## src/rtl/core/etrs_pkg.sv

```systemverilog
// ----------------------------------------------------------------------------
// etrs_pkg
// Shared widths, types and the quarter-wave sine table builder for the
// Euler ZYX transform builder.
// ----------------------------------------------------------------------------
package etrs_pkg;

   localparam int ANGLE_BITS_DEF = 16;
   localparam int TABLE_BITS_DEF = 10;

   localparam int ANGLE_W = 16;
   localparam int TRIG_W  = 16;
   localparam int SCALE_W = 24;
   localparam int POS_W   = 32;
   localparam int PROD_W  = 32;
   localparam int ROT_W   = 33;
   localparam int SPROD_W = ROT_W + SCALE_W;
   localparam int ROT_N   = 9;

   localparam logic [63:0] HALF_PI_Q30 = 64'd1686629713;
   localparam logic [63:0] SIN_DIV [10] = '{64'd6, 64'd20, 64'd42, 64'd72, 64'd110,
                                           64'd156, 64'd210, 64'd272, 64'd342, 64'd420};

   typedef struct packed {
      logic signed [TRIG_W-1:0] s;
      logic signed [TRIG_W-1:0] c;
   } trig_type;

   typedef struct packed {
      logic signed [SCALE_W-1:0] scale_x;
      logic signed [SCALE_W-1:0] scale_y;
      logic signed [SCALE_W-1:0] scale_z;
      logic signed [POS_W-1:0]   pos_x;
      logic signed [POS_W-1:0]   pos_y;
      logic signed [POS_W-1:0]   pos_z;
   } side_type;

   // round(32767*sin(i*(pi/2)/2^tb)) by integer series
   function automatic logic [15:0] sin_entry(input int unsigned i, input int unsigned tb);
      logic [63:0]        x;
      logic [63:0]        x2;
      logic [63:0]        term;
      logic signed [63:0] sum;
      logic [63:0]        v;
      if (i >= (32'd1 << tb)) begin
         return 16'd32767;
      end
      x    = (64'(i) * HALF_PI_Q30) >> tb;
      x2   = (x * x) >> 30;
      term = x;
      sum  = signed'(x);
      for (int k = 1; k <= 10; k++) begin
         term = (term * x2) >> 30;
         term = term / SIN_DIV[k-1];
         if ((k & 1) != 0) begin
            sum = sum - signed'(term);
         end else begin
            sum = sum + signed'(term);
         end
      end
      if (sum < 0) begin
         sum = 64'sd0;
      end
      v = (unsigned'(sum) * 64'd32767 + (64'd1 << 29)) >> 30;
      if (v > 64'd32767) begin
         v = 64'd32767;
      end
      return v[15:0];
   endfunction

endpackage

```

## src/rtl/core/etrs_scale_lane.sv

```systemverilog
// ----------------------------------------------------------------------------
// etrs_scale_lane
// Scale one Q30 rotation entry by a Q8.16 axis scale, round and saturate.
// ----------------------------------------------------------------------------
module etrs_scale_lane
   import etrs_pkg::*;
(
   input  logic                      clock,
   input  logic                      en,
   input  logic signed [ROT_W-1:0]   rot,
   input  logic signed [SCALE_W-1:0] scale,
   output logic signed [SCALE_W-1:0] y_ff
);

   localparam int SH_W = SPROD_W + 1 - 30;

   logic signed [SPROD_W-1:0] prod_ff;
   logic signed [SPROD_W:0]   biased;
   logic signed [SH_W-1:0]    sh;
   logic signed [SCALE_W-1:0] y_in;

   always_ff @(posedge clock) begin
      if (en) begin
         prod_ff <= rot * scale;
      end
   end

   always_comb begin
      biased = (SPROD_W+1)'(prod_ff) + (SPROD_W+1)'(64'sd536870912);
      sh     = SH_W'(biased >>> 30);
      if (sh > SH_W'(8388607)) begin
         y_in = SCALE_W'(8388607);
      end else if (sh < -SH_W'(8388608)) begin
         y_in = SCALE_W'(-8388608);
      end else begin
         y_in = SCALE_W'(sh);
      end
   end

   always_ff @(posedge clock) begin
      if (en) begin
         y_ff <= y_in;
      end
   end

endmodule

```

## config.mk

```make
export PLATFORM = sky130hd
export DESIGN_NAME = etrs_scale_lane
export DESIGN_NICKNAME = d
export VERILOG_FILES = /design/src/rtl/core/etrs_pkg.sv /design/src/rtl/core/etrs_scale_lane.sv
export SDC_FILE = /design/constraint.sdc
export NUM_CORES = 2
export LEC_CHECK = 0
export BUFFER_PORTS_ARGS = -buffer_cell sky130_fd_sc_hd__buf_2
export CAP_MARGIN = 10
export CORE_MARGIN = 4
export CORE_UTILIZATION = 31
export DETAILED_ROUTE_END_ITERATION = 16
export PLACE_DENSITY = 0.54
export SLEW_MARGIN = 20
export SYNTH_ARGS = -nofsm -noshare
export SYNTH_HDL_FRONTEND = slang
export SYNTH_SLANG_ARGS = --single-unit
```

## constraint.sdc

```tcl
create_clock -name clock -period 7.9 [get_ports clock]
set_input_delay 0 -clock clock [delete_from_list [all_inputs] [get_ports clock]]
set_output_delay 0 -clock clock [all_outputs]
set_load 0.005 [all_outputs]
```

==> impl_metrics.tcl <==
set metrics [dict create \
    tightest_slew_ns 0.917 \
    h-tree-depth 2 \
    antenna_found_initial 15 \
    port_buffers 82 \
    cts_buffers 5 \
    stdcell_area_um2 31100 \
    synth_ff_type "edfxtp_1" \
    grt_pass1_vias 22600 \
    slew_headroom_pct 38.9 \
    status "completed" \
    grt_pass1_wl_um 131000 \
    cts_buffer_depth 2 \
    coreArea_um2 92200 \
    synth_nets 4070 \
    avgSynthCellArea_um2 9.49 \
    hp-class "in2reg" \
    track_usage_pct 17.1 \
    synthTopCellsByArea "fa_1, inv_1, and2_1" \
    cts_hold_buffers 0 \
    routabilityCongestion 0.860 \
    rows 111 \
    via_count 19900 \
    area_growth_pct 7.30 \
    dpl.hpwl_um 63500 \
    ant_nets 0 \
    drt-total-wl_um 80000 \
    hold_viol_final 0 \
    timing.critical_path.from "scale[1]" \
    first_pass_iters 5 \
    clk_pin_slew_ns 0.06 \
    crit_slowest_cell "fa_1" \
    cts-root-buf "clkbuf_16" \
    tns_ns 0 \
    cts_tree "yes" \
    period_needed_ns 7.25 \
    overflow 0 \
    synth_most_common_cell "inv_1" \
    hold_path_startpoint "en" \
    crit_path_end_kind "register" \
    fmax_mhz 138 \
    yosys_warnings 0 \
    start_util_pct 31.5 \
    cts-resized-gates 0 \
    seq_area_frac_synth_pct 5.38 \
    rsz0062_at_grt "no" \
    pre_cts_ws_ns 0.406 \
    clock-sinks 52 \
    synthTopCellsByCount "inv_1, fa_1, nand2_1, and2_1, ha_1" \
    synth_area_leader_cell "fa_1" \
    drt_iter0_markers 1205 \
    critPathBufInv 4 \
    ys_types 58 \
    crit_chain "buf_2, and2_1, fa_1, fa_1, inv_1, fa_1, fa_1, fa_1, fa_1, fa_1, inv_1, ha_1, and4_1, nor3b_2, nor2b_1, and3_1, nand3_1, a21oi_1, buf_4, o2111ai_1, a311o_1, o311ai_1" \
    ys_seq_elements 52 \
    drt_drc_violations_left 0 \
    die_y_um 314 \
    ios 83 \
    clk_latency_ns 0.29 \
    crit_top_cell "fa_1" \
    cpLargestDelayFamily "adder cells" \
    holdWs_ns 0.278 \
    synth_top_area_share_pct 55.5 \
    reg2reg_from "prod_ff[30]" \
    synthesis.area_um2 29000 \
    netlist_instances 3058 \
    placed_cell_area_um2 31000 \
    worstPathMaxFanout 32 \
    grt_max_degree 53 \
    startpoint_type "input port" \
    period_share_pct 91.7 \
    slowest_delay_ns 0.62 \
    setup_ws_ns 0.652 \
    maxSlewViolCount 0 \
    synth-edff-count 52 \
    finalSetupViolations 0 \
    drive_gt1_share_pct 5.44 \
    crit_type "in2reg" \
    die-area_um2 98600 \
    async_reset_ff_share_pct 0 \
    required_ns 8.01 \
    nNetsFinal 4084 \
    via_per_inst 4.62 \
    clock_skew_ns 0.00527 \
    postCtsSetupRepairBufs 0 \
    cp_data_arrival_time_ns 7.36 \
    drv_cap 0 \
    dieWidth_um 314 \
    wire_per_inst_um 18.5 \
]
worst paths after layout:
kind / slack (ns) / endpoint / cells past startpoint
worst max-delay path: 0.65 / prod_ff[55] / 22
worst min-delay path: 0.28 / y_ff[11] / 1
worst max register to register: 4.78 / y_ff[19] / 9
worst min register to register: 0.67 / y_ff[23] / 1
cell usage in the layout (no fill, tap or decap), types with 40 or more instances in the layout:
| master | count |
|---|---|
| buf_4 | 65 |
| inv_1 | 808 |
| ha_1 | 149 |
| nor2_1 | 45 |
| buf_2 | 81 |
| fa_1 | 804 |
| a21oi_1 | 40 |
| edfxtp_1 | 52 |
| nand2_1 | 414 |
| and2_1 | 368 |
routing by layer:
metal,GRT usage [%],up-vias,share of wire (%)
met5,0,-,0.059
met4,2.74,8,2.0
met3,2.06,87,6.0
met2,30.3,529,50
met1,23.0,10600,42
li1,-,8760,-
sequential cells by signal, summed over array words and instances (netlist names):
register  cells
prod_ff      28
y_ff         24
cell families (layout without fill, tap and decap cells):
family / count (synthesis) / count (layout) / share of synthesized area [%]
AOI/OAI and AO/OA: 138 / 138 / 3.14
xor gates and xnor gates: 59 / 59 / 1.78
adders and majority gates: 953 / 953 / 61.9
buffers and inverters: 951 / 965 / 12.3
DFF: 52 / 52 / 5.38
muxes: 1 / 1 / 0.0345
other: 0 / 5 / 0
and+or+nand+nor: 904 / 904 / 15.5
area by class of cell:
class | count | area, µm²
diodes | 5 | 12.5
clock buffers | 6 | 129
clock inverters | 1 | 5.00
fillers | 9591 | 61100
inverters | 809 | 3040
multi-input cells | 2055 | 23900
flip-flops and latches | 52 | 1560
well taps | 1243 | 1560
repair buffers | 149 | 953
metrics by stage:
stage / instances / util [%]
final: 4320 / 33.8
after global routing: 4315 / 33.8
after CTS: 4315 / 33.8
after detailed placement: 4308 / 33.6
after global placement: 4308 / 33.6
after floorplan: 3058 / -
Power is left out: the tool's default activity adds up to more than one toggle a clock period on the data nets, which glitch-free logic cannot reach.
